==> src/rtl/core/vfw_pkg.sv <==
package vfw_pkg;

    // Field and register widths
    localparam int SPEED_W   = 16;
    localparam int COUNT_W   = 8;
    localparam int TRIPLET_W = 48;
    localparam int WORD_W    = 16;
    localparam int BYTE_W    = 8;
    localparam int CFG_IDX_W = 3;
    localparam int CFG_DAT_W = 16;

    localparam int NUM_WHEELS  = 4;
    localparam int NUM_SENSORS = 3;

    // Report queue depth between detector front and frame serialiser
    localparam int QUEUE_DEPTH_DEF = 2;

    // Configuration register indexes
    localparam logic [CFG_IDX_W-1:0] CFG_SPEED_TOLERANCE = 3'd0;
    localparam logic [CFG_IDX_W-1:0] CFG_STALL_TICKS     = 3'd1;
    localparam logic [CFG_IDX_W-1:0] CFG_COMM_TICKS      = 3'd2;
    localparam logic [CFG_IDX_W-1:0] CFG_REPORT_TICKS    = 3'd3;
    localparam logic [CFG_IDX_W-1:0] CFG_FRAME_HEAD      = 3'd4;
    localparam logic [CFG_IDX_W-1:0] CFG_COMMAND_CODE    = 3'd5;

    // Register reset values
    localparam logic [SPEED_W-1:0] SPEED_TOLERANCE_RST = 16'd20;
    localparam logic [COUNT_W-1:0] STALL_TICKS_RST     = 8'd50;
    localparam logic [COUNT_W-1:0] COMM_TICKS_RST      = 8'd2;
    localparam logic [COUNT_W-1:0] REPORT_TICKS_RST    = 8'd10;
    localparam logic [WORD_W-1:0]  FRAME_HEAD_RST      = 16'd0;
    localparam logic [WORD_W-1:0]  COMMAND_CODE_RST    = 16'd0;

    localparam logic [COUNT_W-1:0] COUNT_MAX = 8'hFF;

    // Fault mask bit positions
    localparam int FAULT_LINK        = 0;
    localparam int FAULT_WHEEL_FIRST = 1;
    localparam int FAULT_SENSOR_FIRST = 5;

    // Frame layout
    localparam int FRAME_LEN = 11;
    localparam int FRAME_IDX_W = 4;
    localparam logic [BYTE_W-1:0] FRAME_LEN_BYTE  = 8'd11;
    localparam logic [BYTE_W-1:0] FRAME_TYPE_BYTE = 8'd2;
    localparam logic [BYTE_W-1:0] FRAME_PAD_BYTE  = 8'd0;

    localparam logic [FRAME_IDX_W-1:0] FB_HEAD_LO = 4'd0;
    localparam logic [FRAME_IDX_W-1:0] FB_HEAD_HI = 4'd1;
    localparam logic [FRAME_IDX_W-1:0] FB_LEN     = 4'd2;
    localparam logic [FRAME_IDX_W-1:0] FB_CMD_LO  = 4'd3;
    localparam logic [FRAME_IDX_W-1:0] FB_CMD_HI  = 4'd4;
    localparam logic [FRAME_IDX_W-1:0] FB_PAD_A   = 4'd5;
    localparam logic [FRAME_IDX_W-1:0] FB_TYPE    = 4'd6;
    localparam logic [FRAME_IDX_W-1:0] FB_MASK    = 4'd7;
    localparam logic [FRAME_IDX_W-1:0] FB_PAD_B   = 4'd8;
    localparam logic [FRAME_IDX_W-1:0] FB_SUM_LO  = 4'd9;
    localparam logic [FRAME_IDX_W-1:0] FB_SUM_HI  = 4'd10;

    // One pending fault report
    typedef struct packed {
        logic [BYTE_W-1:0] mask;
        logic [WORD_W-1:0] head;
        logic [WORD_W-1:0] command;
    } vfw_report_t;

    // Saturating increment for watchdog counters
    function automatic logic [COUNT_W-1:0] sat_inc(input logic [COUNT_W-1:0] c);
        logic [COUNT_W-1:0] r;
        r = (c == COUNT_MAX) ? c : c + 1'b1;
        return r;
    endfunction

endpackage

==> src/rtl/core/vfw_if.sv <==
interface vfw_tick_if;
    logic                  valid;
    logic                  ready;
    logic                  rx_ok;
    logic signed [15:0]    aim_three;
    logic signed [15:0]    now_three;
    logic signed [15:0]    aim_four;
    logic signed [15:0]    now_four;
    logic signed [15:0]    aim_left;
    logic signed [15:0]    now_left;
    logic signed [15:0]    aim_right;
    logic signed [15:0]    now_right;
    logic [47:0]           gyro_xyz;
    logic [47:0]           accel_xyz;
    logic [47:0]           mag_xyz;

    modport source (
        output valid, rx_ok, aim_three, now_three, aim_four, now_four,
               aim_left, now_left, aim_right, now_right,
               gyro_xyz, accel_xyz, mag_xyz,
        input  ready
    );
    modport sink (
        input  valid, rx_ok, aim_three, now_three, aim_four, now_four,
               aim_left, now_left, aim_right, now_right,
               gyro_xyz, accel_xyz, mag_xyz,
        output ready
    );
endinterface

interface vfw_cfg_if;
    logic        valid;
    logic        ready;
    logic [2:0]  index;
    logic [15:0] data;

    modport source (output valid, index, data, input ready);
    modport sink   (input valid, index, data, output ready);
endinterface

interface vfw_frame_if;
    logic       valid;
    logic       ready;
    logic [7:0] frame_byte;
    logic       frame_last;

    modport source (output valid, frame_byte, frame_last, input ready);
    modport sink   (input valid, frame_byte, frame_last, output ready);
endinterface

==> src/rtl/core/vfw_front.sv <==
module vfw_front (
    input  logic                 clk,
    input  logic                 rst_n,
    vfw_tick_if.sink             tick,
    vfw_cfg_if.sink              cfg,
    input  logic                 queue_full,
    output logic                 push,
    output vfw_pkg::vfw_report_t push_report
);
    import vfw_pkg::*;

    // Configuration registers
    logic [SPEED_W-1:0] speed_tolerance_reg;
    logic [COUNT_W-1:0] stall_ticks_reg;
    logic [COUNT_W-1:0] comm_ticks_reg;
    logic [COUNT_W-1:0] report_ticks_reg;
    logic [WORD_W-1:0]  frame_head_reg;
    logic [WORD_W-1:0]  command_code_reg;

    // Detector state
    logic [BYTE_W-1:0]    fault_mask_reg,  fault_mask_next;
    logic [COUNT_W-1:0]   link_count_reg,  link_count_next;
    logic [COUNT_W-1:0]   report_timer_reg, report_timer_next;
    logic [COUNT_W-1:0]   wheel_count_reg  [NUM_WHEELS];
    logic [COUNT_W-1:0]   wheel_count_next [NUM_WHEELS];
    logic [COUNT_W-1:0]   sensor_count_reg  [NUM_SENSORS];
    logic [COUNT_W-1:0]   sensor_count_next [NUM_SENSORS];
    logic [TRIPLET_W-1:0] prev_triplet_reg  [NUM_SENSORS];

    logic signed [SPEED_W-1:0] aim [NUM_WHEELS];
    logic signed [SPEED_W-1:0] now [NUM_WHEELS];
    logic [TRIPLET_W-1:0]      triplet [NUM_SENSORS];
    logic signed [SPEED_W:0]   diff [NUM_WHEELS];
    logic [SPEED_W:0]          abs_err [NUM_WHEELS];
    logic                      wheel_active [NUM_WHEELS];
    logic                      sensor_active [NUM_SENSORS];
    logic                      fire;
    logic                      accept;

    assign cfg.ready  = 1'b1;
    assign tick.ready = !queue_full;
    assign accept     = tick.valid && tick.ready;

    // Lane views of the tick payload
    always_comb
    begin
        aim[0] = tick.aim_three;  now[0] = tick.now_three;
        aim[1] = tick.aim_four;   now[1] = tick.now_four;
        aim[2] = tick.aim_left;   now[2] = tick.now_left;
        aim[3] = tick.aim_right;  now[3] = tick.now_right;
        triplet[0] = tick.gyro_xyz;
        triplet[1] = tick.accel_xyz;
        triplet[2] = tick.mag_xyz;
    end

    // Detector update for one tick
    always_comb
    begin
        fault_mask_next   = fault_mask_reg;
        report_timer_next = sat_inc(report_timer_reg);
        link_count_next   = link_count_reg;

        // link watchdog
        if (tick.rx_ok)
        begin
            link_count_next = '0;
        end
        else if (link_count_reg > comm_ticks_reg)
        begin
            fault_mask_next[FAULT_LINK] = 1'b1;
        end
        else
        begin
            link_count_next = sat_inc(link_count_reg);
        end

        // wheel speed loops
        for (int w = 0; w < NUM_WHEELS; w++)
        begin
            diff[w]    = {aim[w][SPEED_W-1], aim[w]} - {now[w][SPEED_W-1], now[w]};
            abs_err[w] = diff[w][SPEED_W] ? (~diff[w] + 1'b1) : diff[w];
            wheel_active[w] = abs_err[w] > {1'b0, speed_tolerance_reg};
            if (wheel_active[w])
            begin
                wheel_count_next[w] = sat_inc(wheel_count_reg[w]);
            end
            else
            begin
                if (wheel_count_reg[w] > stall_ticks_reg)
                begin
                    fault_mask_next[FAULT_WHEEL_FIRST + w] = 1'b1;
                end
                wheel_count_next[w] = '0;
            end
        end

        // frozen sensor triplets
        for (int s = 0; s < NUM_SENSORS; s++)
        begin
            sensor_active[s] = triplet[s] == prev_triplet_reg[s];
            if (sensor_active[s])
            begin
                sensor_count_next[s] = sat_inc(sensor_count_reg[s]);
            end
            else
            begin
                if (sensor_count_reg[s] > stall_ticks_reg)
                begin
                    fault_mask_next[FAULT_SENSOR_FIRST + s] = 1'b1;
                end
                sensor_count_next[s] = '0;
            end
        end

        fire = (fault_mask_next != '0) && (report_timer_next > report_ticks_reg);
    end

    assign push                = accept && fire;
    assign push_report.mask    = fault_mask_next;
    assign push_report.head    = frame_head_reg;
    assign push_report.command = command_code_reg;

    // Configuration writes
    always_ff @(posedge clk or negedge rst_n)
    begin
        if (!rst_n)
        begin
            speed_tolerance_reg <= SPEED_TOLERANCE_RST;
            stall_ticks_reg     <= STALL_TICKS_RST;
            comm_ticks_reg      <= COMM_TICKS_RST;
            report_ticks_reg    <= REPORT_TICKS_RST;
            frame_head_reg      <= FRAME_HEAD_RST;
            command_code_reg    <= COMMAND_CODE_RST;
        end
        else if (cfg.valid && cfg.ready)
        begin
            case (cfg.index)
                CFG_SPEED_TOLERANCE: speed_tolerance_reg <= cfg.data;
                CFG_STALL_TICKS:     stall_ticks_reg     <= cfg.data[COUNT_W-1:0];
                CFG_COMM_TICKS:      comm_ticks_reg      <= cfg.data[COUNT_W-1:0];
                CFG_REPORT_TICKS:    report_ticks_reg    <= cfg.data[COUNT_W-1:0];
                CFG_FRAME_HEAD:      frame_head_reg      <= cfg.data;
                CFG_COMMAND_CODE:    command_code_reg    <= cfg.data;
                default: ;
            endcase
        end
    end

    // Detector state advances once per accepted tick
    always_ff @(posedge clk or negedge rst_n)
    begin
        if (!rst_n)
        begin
            fault_mask_reg   <= '0;
            link_count_reg   <= '0;
            report_timer_reg <= '0;
            for (int w = 0; w < NUM_WHEELS; w++)
            begin
                wheel_count_reg[w] <= '0;
            end
            for (int s = 0; s < NUM_SENSORS; s++)
            begin
                sensor_count_reg[s] <= '0;
                prev_triplet_reg[s] <= '0;
            end
        end
        else if (accept)
        begin
            fault_mask_reg   <= fire ? '0 : fault_mask_next;
            report_timer_reg <= fire ? '0 : report_timer_next;
            link_count_reg   <= link_count_next;
            for (int w = 0; w < NUM_WHEELS; w++)
            begin
                wheel_count_reg[w] <= wheel_count_next[w];
            end
            for (int s = 0; s < NUM_SENSORS; s++)
            begin
                sensor_count_reg[s] <= sensor_count_next[s];
                prev_triplet_reg[s] <= triplet[s];
            end
        end
    end

endmodule

==> src/rtl/core/vfw_queue.sv <==
module vfw_queue #(
    parameter int QUEUE_DEPTH = vfw_pkg::QUEUE_DEPTH_DEF
) (
    input  logic                 clk,
    input  logic                 rst_n,
    input  logic                 push,
    input  vfw_pkg::vfw_report_t push_report,
    output logic                 full,
    output logic                 pop_valid,
    input  logic                 pop,
    output vfw_pkg::vfw_report_t pop_report
);
    import vfw_pkg::*;

    localparam int PTR_W = (QUEUE_DEPTH > 1) ? $clog2(QUEUE_DEPTH) : 1;
    localparam int CNT_W = $clog2(QUEUE_DEPTH + 1);
    localparam logic [PTR_W-1:0] PTR_LAST = PTR_W'(QUEUE_DEPTH - 1);
    localparam logic [CNT_W-1:0] CNT_FULL = CNT_W'(QUEUE_DEPTH);

    vfw_report_t      entry_reg [QUEUE_DEPTH];
    logic [PTR_W-1:0] wr_ptr_reg, wr_ptr_next;
    logic [PTR_W-1:0] rd_ptr_reg, rd_ptr_next;
    logic [CNT_W-1:0] count_reg,  count_next;
    logic             do_push, do_pop;

    assign full       = count_reg == CNT_FULL;
    assign pop_valid  = count_reg != '0;
    assign pop_report = entry_reg[rd_ptr_reg];
    assign do_push    = push && !full;
    assign do_pop     = pop && pop_valid;

    // Pointer and fill count update
    always_comb
    begin
        wr_ptr_next = wr_ptr_reg;
        rd_ptr_next = rd_ptr_reg;
        count_next  = count_reg;
        if (do_push)
        begin
            wr_ptr_next = (wr_ptr_reg == PTR_LAST) ? '0 : wr_ptr_reg + 1'b1;
        end
        if (do_pop)
        begin
            rd_ptr_next = (rd_ptr_reg == PTR_LAST) ? '0 : rd_ptr_reg + 1'b1;
        end
        case ({do_push, do_pop})
            2'b10:   count_next = count_reg + 1'b1;
            2'b01:   count_next = count_reg - 1'b1;
            default: count_next = count_reg;
        endcase
    end

    always_ff @(posedge clk or negedge rst_n)
    begin
        if (!rst_n)
        begin
            wr_ptr_reg <= '0;
            rd_ptr_reg <= '0;
            count_reg  <= '0;
        end
        else
        begin
            wr_ptr_reg <= wr_ptr_next;
            rd_ptr_reg <= rd_ptr_next;
            count_reg  <= count_next;
        end
    end

    // Report storage, no reset needed
    always_ff @(posedge clk)
    begin
        if (do_push)
        begin
            entry_reg[wr_ptr_reg] <= push_report;
        end
    end

endmodule

==> src/rtl/core/vfw_back.sv <==
module vfw_back (
    input  logic                 clk,
    input  logic                 rst_n,
    input  logic                 pop_valid,
    output logic                 pop,
    input  vfw_pkg::vfw_report_t pop_report,
    vfw_frame_if.source          frame
);
    import vfw_pkg::*;

    localparam logic [FRAME_IDX_W-1:0] IDX_LAST = FRAME_IDX_W'(FRAME_LEN - 1);

    logic                   busy_reg;
    logic [FRAME_IDX_W-1:0] idx_reg;
    vfw_report_t            rep_reg;
    logic [WORD_W-1:0]      sum_reg;
    logic [WORD_W-1:0]      sum_next;
    logic                   out_fire;
    logic                   last_out;

    assign out_fire = frame.valid && frame.ready;
    assign last_out = idx_reg == IDX_LAST;
    assign pop      = pop_valid && (!busy_reg || (out_fire && last_out));

    // Checksum over the nine leading bytes of the incoming report
    always_comb
    begin
        sum_next = WORD_W'(pop_report.head[7:0]) + WORD_W'(pop_report.head[15:8])
                 + WORD_W'(FRAME_LEN_BYTE)
                 + WORD_W'(pop_report.command[7:0]) + WORD_W'(pop_report.command[15:8])
                 + WORD_W'(FRAME_PAD_BYTE) + WORD_W'(FRAME_TYPE_BYTE)
                 + WORD_W'(pop_report.mask) + WORD_W'(FRAME_PAD_BYTE);
    end

    // Byte select
    always_comb
    begin
        case (idx_reg)
            FB_HEAD_LO: frame.frame_byte = rep_reg.head[7:0];
            FB_HEAD_HI: frame.frame_byte = rep_reg.head[15:8];
            FB_LEN:     frame.frame_byte = FRAME_LEN_BYTE;
            FB_CMD_LO:  frame.frame_byte = rep_reg.command[7:0];
            FB_CMD_HI:  frame.frame_byte = rep_reg.command[15:8];
            FB_PAD_A:   frame.frame_byte = FRAME_PAD_BYTE;
            FB_TYPE:    frame.frame_byte = FRAME_TYPE_BYTE;
            FB_MASK:    frame.frame_byte = rep_reg.mask;
            FB_PAD_B:   frame.frame_byte = FRAME_PAD_BYTE;
            FB_SUM_LO:  frame.frame_byte = sum_reg[7:0];
            FB_SUM_HI:  frame.frame_byte = sum_reg[15:8];
            default:    frame.frame_byte = FRAME_PAD_BYTE;
        endcase
    end

    assign frame.valid      = busy_reg;
    assign frame.frame_last = last_out;

    // Serialiser control
    always_ff @(posedge clk or negedge rst_n)
    begin
        if (!rst_n)
        begin
            busy_reg <= 1'b0;
            idx_reg  <= '0;
        end
        else if (pop)
        begin
            busy_reg <= 1'b1;
            idx_reg  <= '0;
        end
        else if (out_fire)
        begin
            if (last_out)
            begin
                busy_reg <= 1'b0;
                idx_reg  <= '0;
            end
            else
            begin
                idx_reg <= idx_reg + 1'b1;
            end
        end
    end

    // Frame contents held for the whole frame
    always_ff @(posedge clk)
    begin
        if (pop)
        begin
            rep_reg <= pop_report;
            sum_reg <= sum_next;
        end
    end

endmodule

==> src/rtl/core/vehicle_fault_watchdog_reporter_core.sv <==
// Vehicle fault watchdog and reporter.
// tick:  one transaction per 100 ms tick carrying link status, four wheel
//        target/measured speeds and the gyro, accelerometer and magnetometer
//        triplets. Back-to-back ticks are accepted every cycle while the
//        report queue has room.
// cfg:   register writes (index, data), always ready; write only while idle.
//        Indexes 0..5: speed tolerance, stall ticks, comm ticks, report ticks,
//        frame header, command code. Other indexes are ignored.
// frame: an 11-byte fault report, one byte per transaction, frame_last on
//        the final byte. A report passes the queue and the serialiser
//        registers; a frame drains one byte per cycle while ready is high.
// The detectors are combinational, with state registered per accepted
// tick; reports wait in a small queue (QUEUE_DEPTH entries) in front of
// the byte serialiser. If the receiver stalls, bytes hold and reports
// collect in the queue; when it is full the tick channel deasserts ready.
// Reset clears all counters, the fault mask, the queue and the serialiser,
// and loads the register defaults.
module vehicle_fault_watchdog_reporter_core #(
    parameter int QUEUE_DEPTH = vfw_pkg::QUEUE_DEPTH_DEF
) (
    input  logic         clk,
    input  logic         rst_n,
    vfw_tick_if.sink     tick,
    vfw_cfg_if.sink      cfg,
    vfw_frame_if.source  frame
);
    import vfw_pkg::*;

    logic        queue_full;
    logic        push;
    vfw_report_t push_report;
    logic        pop_valid;
    logic        pop;
    vfw_report_t pop_report;

    // Detectors and configuration
    vfw_front u_front (
        .clk         (clk),
        .rst_n       (rst_n),
        .tick        (tick),
        .cfg         (cfg),
        .queue_full  (queue_full),
        .push        (push),
        .push_report (push_report)
    );

    // Pending reports
    vfw_queue #(
        .QUEUE_DEPTH (QUEUE_DEPTH)
    ) u_queue (
        .clk         (clk),
        .rst_n       (rst_n),
        .push        (push),
        .push_report (push_report),
        .full        (queue_full),
        .pop_valid   (pop_valid),
        .pop         (pop),
        .pop_report  (pop_report)
    );

    // Frame serialiser
    vfw_back u_back (
        .clk        (clk),
        .rst_n      (rst_n),
        .pop_valid  (pop_valid),
        .pop        (pop),
        .pop_report (pop_report),
        .frame      (frame)
    );

endmodule

==> src/flat_wrapper.sv <==
// flat-port wrapper written by rule: the top's interface ports become plain ports
module vehicle_fault_watchdog_reporter_core_flat import vfw_pkg::*;
#(
    parameter int QUEUE_DEPTH = vfw_pkg::QUEUE_DEPTH_DEF
)
  (clk, rst_n, tick_valid, tick_rx_ok, tick_aim_three, tick_now_three, tick_aim_four, tick_now_four, tick_aim_left, tick_now_left, tick_aim_right, tick_now_right, tick_gyro_xyz, tick_accel_xyz, tick_mag_xyz, tick_ready, cfg_valid, cfg_index, cfg_data, cfg_ready, frame_valid, frame_frame_byte, frame_frame_last, frame_ready);
  vfw_tick_if tick_i ();
  vfw_cfg_if cfg_i ();
  vfw_frame_if frame_i ();
  input  logic clk;
  input  logic rst_n;
  input wire logic [$bits(tick_i.valid)-1:0] tick_valid;
  input wire logic [$bits(tick_i.rx_ok)-1:0] tick_rx_ok;
  input wire logic [$bits(tick_i.aim_three)-1:0] tick_aim_three;
  input wire logic [$bits(tick_i.now_three)-1:0] tick_now_three;
  input wire logic [$bits(tick_i.aim_four)-1:0] tick_aim_four;
  input wire logic [$bits(tick_i.now_four)-1:0] tick_now_four;
  input wire logic [$bits(tick_i.aim_left)-1:0] tick_aim_left;
  input wire logic [$bits(tick_i.now_left)-1:0] tick_now_left;
  input wire logic [$bits(tick_i.aim_right)-1:0] tick_aim_right;
  input wire logic [$bits(tick_i.now_right)-1:0] tick_now_right;
  input wire logic [$bits(tick_i.gyro_xyz)-1:0] tick_gyro_xyz;
  input wire logic [$bits(tick_i.accel_xyz)-1:0] tick_accel_xyz;
  input wire logic [$bits(tick_i.mag_xyz)-1:0] tick_mag_xyz;
  output wire logic [$bits(tick_i.ready)-1:0] tick_ready;
  input wire logic [$bits(cfg_i.valid)-1:0] cfg_valid;
  input wire logic [$bits(cfg_i.index)-1:0] cfg_index;
  input wire logic [$bits(cfg_i.data)-1:0] cfg_data;
  output wire logic [$bits(cfg_i.ready)-1:0] cfg_ready;
  output wire logic [$bits(frame_i.valid)-1:0] frame_valid;
  output wire logic [$bits(frame_i.frame_byte)-1:0] frame_frame_byte;
  output wire logic [$bits(frame_i.frame_last)-1:0] frame_frame_last;
  input wire logic [$bits(frame_i.ready)-1:0] frame_ready;
  assign tick_i.valid = tick_valid;
  assign tick_i.rx_ok = tick_rx_ok;
  assign tick_i.aim_three = tick_aim_three;
  assign tick_i.now_three = tick_now_three;
  assign tick_i.aim_four = tick_aim_four;
  assign tick_i.now_four = tick_now_four;
  assign tick_i.aim_left = tick_aim_left;
  assign tick_i.now_left = tick_now_left;
  assign tick_i.aim_right = tick_aim_right;
  assign tick_i.now_right = tick_now_right;
  assign tick_i.gyro_xyz = tick_gyro_xyz;
  assign tick_i.accel_xyz = tick_accel_xyz;
  assign tick_i.mag_xyz = tick_mag_xyz;
  assign tick_ready = tick_i.ready;
  assign cfg_i.valid = cfg_valid;
  assign cfg_i.index = cfg_index;
  assign cfg_i.data = cfg_data;
  assign cfg_ready = cfg_i.ready;
  assign frame_valid = frame_i.valid;
  assign frame_frame_byte = frame_i.frame_byte;
  assign frame_frame_last = frame_i.frame_last;
  assign frame_i.ready = frame_ready;
  vehicle_fault_watchdog_reporter_core #(.QUEUE_DEPTH(QUEUE_DEPTH)) u_core (.clk(clk), .rst_n(rst_n), .tick(tick_i), .cfg(cfg_i), .frame(frame_i));
endmodule
==> config.mk <==
export PLATFORM = sky130hd
export DESIGN_NAME = vehicle_fault_watchdog_reporter_core_flat
export DESIGN_NICKNAME = d
export VERILOG_FILES = /design/src/rtl/core/vfw_pkg.sv /design/src/rtl/core/vfw_if.sv /design/src/rtl/core/vfw_front.sv /design/src/rtl/core/vfw_queue.sv /design/src/rtl/core/vfw_back.sv /design/src/rtl/core/vehicle_fault_watchdog_reporter_core.sv /design/src/flat_wrapper.sv
export SDC_FILE = /design/constraint.sdc
export NUM_CORES = 1
export LEC_CHECK = 0
export BUFFER_PORTS_ARGS = -buffer_cell sky130_fd_sc_hd__buf_2
export CORE_MARGIN = 5
export CORE_UTILIZATION = 62
export CTS_BUF_LIST = sky130_fd_sc_hd__clkbuf_4 sky130_fd_sc_hd__clkbuf_8
export DETAILED_ROUTE_END_ITERATION = 10
export PLACE_DENSITY = 0.86
export REMOVE_ABC_BUFFERS = 1
export SLEW_MARGIN = 20
export SYNTH_ARGS = -nofsm -noshare
export SYNTH_HDL_FRONTEND = slang
export SYNTH_SLANG_ARGS = --single-unit
==> constraint.sdc <==
create_clock -name clk -period 5.7 [get_ports clk]
set_input_delay 0.57 -clock clk [delete_from_list [all_inputs] [get_ports clk]]
set_output_delay 0.57 -clock clk [all_outputs]
set_load 0.02 [all_outputs]
# ---- Word level (Yosys, flattened, before mapping)
# Memory sizes are Yosys's and may differ from the RTL's.
# Index checks and enable logic that the tools add are counted.
dict set report totals {
  register_bits 361
  ram_bits 80
  inputBits 297
  out_inout_bits 12
  wordCells 196
  n_memories 1
}
dict set report classes {
  addsub 28
  magnitude_cmp 13
  n_eq_ne 37
  n_mux 52
  bitwise 4
  reduce_logical 33
}
# memory depth word_bits rd rd_clocked_by_memory_dff write_ports line_no
set mem_list {}
lappend mem_list {u_core.u_queue.entry_reg 2 40 1 0 1 vfw_queue.sv:20} ;# vfw_report_t entry_reg [QUEUE_DEPTH];
# cell n
set op_table {}
lappend op_table {{$mux W8} 20}
lappend op_table {{$eq A48 B48 Y1} 3}
lappend op_table {{$add A8 B1 Y8 const B} 9}
lappend op_table {{$eq A8 B8 Y1 const B} 9}
lappend op_table {{$gt A8 B8 Y1} 9}
lappend op_table {{$pmux W8 S9} 1}
lappend op_table {{$add A17 B1 Y17 const B} 4}
lappend op_table {{$gt A17 B16 Y1} 4}
lappend op_table {{$mux W17} 4}
lappend op_table {{$not A17 Y17} 4}
lappend op_table {{$sub A16 B16 Y17} 4}
lappend op_table {{$reduce_and A2 Y1} 14}
lappend op_table {{$mux W1} 23}
lappend op_table {{$ne A2 B2 Y1 const B} 9}
lappend op_table {{$add A13 B8 Y14} 1}
lappend op_table {{$add A12 B2 Y13 const B} 1}
lappend op_table {{$add A11 B8 Y12} 1}
lappend op_table {{$eq A4 B3 Y1 const B} 3}
lappend op_table {{$mux W4} 3}
lappend op_table {{$add A10 B8 Y11} 1}
lappend op_table {{$add A9 B4 Y10 const B} 1}
lappend op_table {{$add A8 B8 Y9} 1}
lappend op_table {{$eq A4 B2 Y1 const B} 2}
lappend op_table {{$eq A4 B4 Y1 const B} 2}
lappend op_table {{19 further kinds} 34}

# ---- Depth between registers and ports, before layout
dict set report depth {
  ltp_word 12
  depth_mapped 28
  mapped_depth_nobuf 27
}

# ---- By module
# From an unflattened synthesis, not the netlist that was laid out.
dict set report hier_totals {
  cells_unflattened 3005
  area_unflattened_um2 28338.4
}
# module instances cells_each area_each_um2 seq_area_each_um2
set modules_own_cells {}
lappend modules_own_cells {vfw_front 1 2551 21625.7 7417.1}
lappend modules_own_cells {vfw_back 1 311 3599.7 1686.6}
lappend modules_own_cells {vfw_queue 1 143 3113.0 2502.4}

# ---- Worst setup path before layout
# Ideal clock, no wire load.
dict set report synth_path {
  path_kind {input -> register}
  from {input tick_aim_three[0]}
  to {memory u_core.u_queue.entry_reg[0][0] (netlist bit), enable pin}
  setup_time_ns 0.442
  arrival_ns 6.862
  required_time_ns 5.258
  slack_ns -1.604
  stages 22
  path_buffers 1
  cell_sequence {inv_1 -> ha_1 -> fa_1 -> nor2b_1 -> o2111ai_1 -> and3b_1 -> buf_4 -> o31ai_2 -> xor2_1 -> or4_4 -> or2_2 -> o21ai_0 -> xnor2_1 -> ha_1 -> a21o_1 -> nor2_1 -> o311ai_0 -> o21ai_0 -> a31o_2 -> o31ai_4 -> a41oi_4 -> nor2b_1}
}
dict set report synth_via {
  elab_chain_len 12
}
# item line_no
set synth_lines {}
lappend synth_lines {{start, declared} flat_wrapper.sv:14} ;# input wire logic [$bits(tick_i.aim_three)-1:0] tick_aim_three;
lappend synth_lines {{$sub A16 B16 Y17 (*)} vfw_front.sv:80} ;# diff[w] = {aim[w][SPEED_W-1], aim[w]} - {now[w][SPEED_W-1], now[w]};
lappend synth_lines {{$not A17 Y17} vfw_front.sv:81} ;# abs_err[w] = diff[w][SPEED_W] ? (~diff[w] + 1'b1) : diff[w];
lappend synth_lines {{$add A17 B1 Y17} vfw_front.sv:81}
lappend synth_lines {{$mux W17 (*)} vfw_front.sv:81}
lappend synth_lines {{$gt A17 B16 Y1 (*)} vfw_front.sv:82} ;# wheel_active[w] = abs_err[w] > {1'b0, speed_tolerance_reg};
lappend synth_lines {{$mux W1 (*)} vfw_front.sv:83} ;# if (wheel_active[w])
lappend synth_lines {{$reduce_bool A8 Y1 (*)} vfw_front.sv:115} ;# fire = (fault_mask_next != '0) && (report_timer_next > report_ticks_reg);
lappend synth_lines {{$logic_and A1 B1 Y1 (*)} vfw_front.sv:115}
lappend synth_lines {{$logic_and A1 B1 Y1 (*)} vfw_front.sv:118} ;# assign push = accept && fire;
lappend synth_lines {{$logic_and A1 B1 Y1 (*)} vfw_queue.sv:29} ;# assign do_push = push && !full;
lappend synth_lines {{$mux W1 (*)} vfw_queue.sv:72} ;# if (do_push)
lappend synth_lines {{$mux W1 (implied by the code) (*)} vfw_queue.sv:74} ;# entry_reg[wr_ptr_reg] <= push_report;
lappend synth_lines {{end, declared} vfw_queue.sv:20}
# Mark *: on every way between the ends. The rest lies on a longest branch, timed or not.

# ---- Worst setup path after layout
dict set report layout_path {
  from {input tick_aim_three[0]}
  to {register u_core.u_queue.count_reg[1]}
}
dict set report layout_via {
  elab_chain_len 12
  elab_cells_between_ends 14
  cone_classes {add/sub: 2; order compare: 1; eq/ne: 2; mux: 3; bitwise: 1; reduce/logical: 5}
}
# item line_no
set layout_lines {}
lappend layout_lines {{$sub A16 B16 Y17 (*)} vfw_front.sv:80}
lappend layout_lines {{$not A17 Y17} vfw_front.sv:81}
lappend layout_lines {{$add A17 B1 Y17} vfw_front.sv:81}
lappend layout_lines {{$mux W17 (*)} vfw_front.sv:81}
lappend layout_lines {{$gt A17 B16 Y1 (*)} vfw_front.sv:82}
lappend layout_lines {{$mux W1 (*)} vfw_front.sv:83}
lappend layout_lines {{$reduce_bool A8 Y1 (*)} vfw_front.sv:115}
lappend layout_lines {{$logic_and A1 B1 Y1 (*)} vfw_front.sv:115}
lappend layout_lines {{$logic_and A1 B1 Y1 (*)} vfw_front.sv:118}
lappend layout_lines {{$logic_and A1 B1 Y1 (*)} vfw_queue.sv:29}
lappend layout_lines {{$eq A2 B1 Y1 / $eq A2 B2 Y1 (equally long branches)} vfw_queue.sv:46} ;# case ({do_push, do_pop})
lappend layout_lines {{$pmux W2 S2 / $reduce_bool A2 Y1 (equally long branches)} n/a}
lappend layout_lines {{end signal, assigned} vfw_queue.sv:65} ;# count_reg <= count_next;
lappend layout_lines {{end, declared} vfw_queue.sv:23} ;# logic [CNT_W-1:0] count_reg, count_next;
# Marks and branches as above.
# A chain may end at the register's enable or synchronous reset.

==> run metrics <==
H-tree Lvls=3; XOR/XNOR Fraction of Synth Area=0.08947; share of the synthesized area in the top cell type=0.2636; worst r2r src=u_core.u_queue.rd_ptr_reg; Power, Total=13.99 mW; register bit total from synthesis=436; final setup fails=0; drt drc=0; Min Hold Slack=0.1213 ns; count of port buffers added during placement=307; commonest cells after routing, fill and taps aside=588 x nand2_1, 306 x buf_2, 297 x dfrtp_1; Static Leak=15.40 nW; Tcrit/Tclk final=0.9431; Setup CP Type=in2reg; share of cells above drive strength 1=0.1800; post-synth cell types=94; Cells after Synth=2989; Post-Synth Simple-Gate Area=0.1812; largest family of logic cells by synthesized area=simple AND/OR/NAND/NOR gates; total I/O pin count=309; post-synthesis adder-cell area fraction=0.1220; Tot GR Track Use=0.2743; Largest register FFs=144; initial antenna violation count=8; achievable frequency=0.1860 GHz; origin of the worst setup path=tick_aim_three[0]; # fillers=3189; Die ar.=49840 um^2; routed via count=23280; Syn. warnings=0; post-synthesis area per instance=9.432 um^2; placed cells=3859; Initial Util=0.6239; DR pass1 iterations=6; slew margin rel.=0.2705; post-synthesis mux area share=0.04118; clk root buf=clkbuf_8; Final Max Slew Viols=0; Seq/Total Area, Yosys=0.4106; total routed wirelength=69430 um; num rows=78; Slowest-stage cell, CP=or3b_2; largest net degree at the start of global routing=139; Reg2Reg Setup Slack=1.07 ns; Layout Nets=3891; final hold viol count=0; CORE AREA=45190 um^2; Main synth FF type=dfrtp_1; outcome=complete, no violations; Post-synth EDFFs=131; Crit path arrival time=5.98 ns; maxcap violations=0; Startpoint Class=input port; GRT overflow=0; CTS buffer count=74; Avg WL per Cell=17.34 um; Mapped Area=28190 um^2; CTS tree=yes; clk_lat worst skew=0.68 ns; worst slew pin tran=1.088 ns; maximum clock insertion buffer count=3; leading cell type in the layout, fill and taps excluded=nand2_1; Crit path required time=6.30 ns; top cell type by total area after synthesis=dfrtp_1; RSZ-0062 raised after global routing=false; clock slew at reported path FFs=0.07 ns; Layout Cells excl Fill=4003; CP Capture Type=flip-flop; DRT antenna net count=0; largest cells by area after synthesis=dfrtp_1 26%, edfxtp_1 14%, ha_1 10%, nand2_1 7.8%, xor2_1 5.0%; min Tclk post-route=5.376 ns; Worst Hold Class=in2reg; first-pass GRT wire length=114600 um; critical path fanouts, max=4; pwr dens=432.0 nW/um^2; Post-CTS Setup Bufs=0; HPWL Detailed=51030 um; Via density=5.816; Die Y=223.2 um; gpl congestion=0.8992; Layout Skew=0.04753 ns; FFs w/ async S/R, synth=0.6995; vias in the first global route=24015; Hold Path Origin=tick_gyro_xyz[9]; DRT iter0 DRCs=1653; P&R area growth vs syn=14.83%; DIE WIDTH=223.2 um; slowest stage delay, CP=0.48 ns; aggregate negative setup slack=0 ns; complex-gate fraction of the synthesized area=0.1184; clock sink count=436; peak supply drop=0.3645 mV
## per-layer routing
layer	wire [um]	track usage
met4	2203	0.1089
met1	28290	0.3469
met3	4143	0.04355
met5	0	0
met2	34790	0.4741
## repair_timing
item                                    4_1_cts  5_1_grt
endpoints found under the hold margin        22        0
resized for setup                             0        1
endpoints found under the setup margin        0        1
hold buffers                                  1        0
## cell families after synthesis
group | count (synthesis)
buffers and inverters | 271
flip-flops | 436
AO/OA/AOI/OAI | 501
adder cells (fa/ha/maj) | 258
multiplexers | 107
other | 1
XOR/XNOR | 288
AND/OR/NAND/NOR | 1127
## power breakdown
| group | switching [mW] | internal [mW] |
|---|---|---|
| clock | 1.35 | 1.82 |
| combinational | 3.42 | 2.58 |
| sequential | 0.617 | 4.20 |
## critical path: cells and delay by family
family / cells / cell delay (ns)
AOI/OAI and AO/OA: 10 / 1.96
and+or+nand+nor: 6 / 1.47
adders and majority gates: 4 / 1.04
xor gates and xnor gates: 4 / 0.57
buffers and inverters: 4 / 0.37
## final cells by class
| type | count | area, um^2 | area share |
|---|---|---|---|
| Sequential cell | 436 | 11580 | 0.3576 |
| Antenna cell | 8 | 20.02 | 0.0006184 |
| Clock buffer | 102 | 1335 | 0.04124 |
| Clock inverter | 33 | 369.1 | 0.01140 |
| Timing Repair Buffer | 358 | 1982 | 0.06122 |
| Tap cell | 600 | 750.7 | 0.02319 |
| Multi-Input combinational cell | 2282 | 15650 | 0.4834 |
| Inverter | 184 | 690.7 | 0.02133 |
## metrics by stage
step | cell area (um^2) | utilization | setup WS, ns
floorplan | 27840 | - | -1.652
global placement | 30620 | 0.6775 | 0.05981
detailed placement | 30620 | 0.6777 | -0.2821
CTS | 32340 | 0.7157 | 0.3932
global route | 32370 | 0.7165 | 0.01997
finish | 32370 | 0.7165 | 0.3242
## cells in the mapped netlist, drive strengths merged, types with 17 or more instances
cell    instances
nand2         589
dfrtp         297
ha            230
inv           183
nor2          183
xor2          161
a21oi         131
edfxtp        131
xnor2         127
o21ai         114
clkbuf         75
mux2           72
nand3          60
nand4          57
a21o           48
nor3           43
nor2b          36
mux2i          35
nor4           35
o21a           29
fa             28
nand2b         27
a31oi          23
o211ai         18
and3           17
## final timing paths
check	endpoint	depth (start not counted)
setup / recovery	u_core.u_queue.count_reg[1]	28
hold / removal	u_core.u_front.prev_triplet_reg[105]	3
setup reg to reg	u_core.u_back.sum_reg[9]	14
hold reg to reg	u_core.u_queue.entry_reg[0][15]	0
max in group asynchronous	u_core.u_front.prev_triplet_reg[66]	3
min in group asynchronous	u_core.u_front.prev_triplet_reg[5]	2
Note: power is estimated with default switching activity, not from simulation.
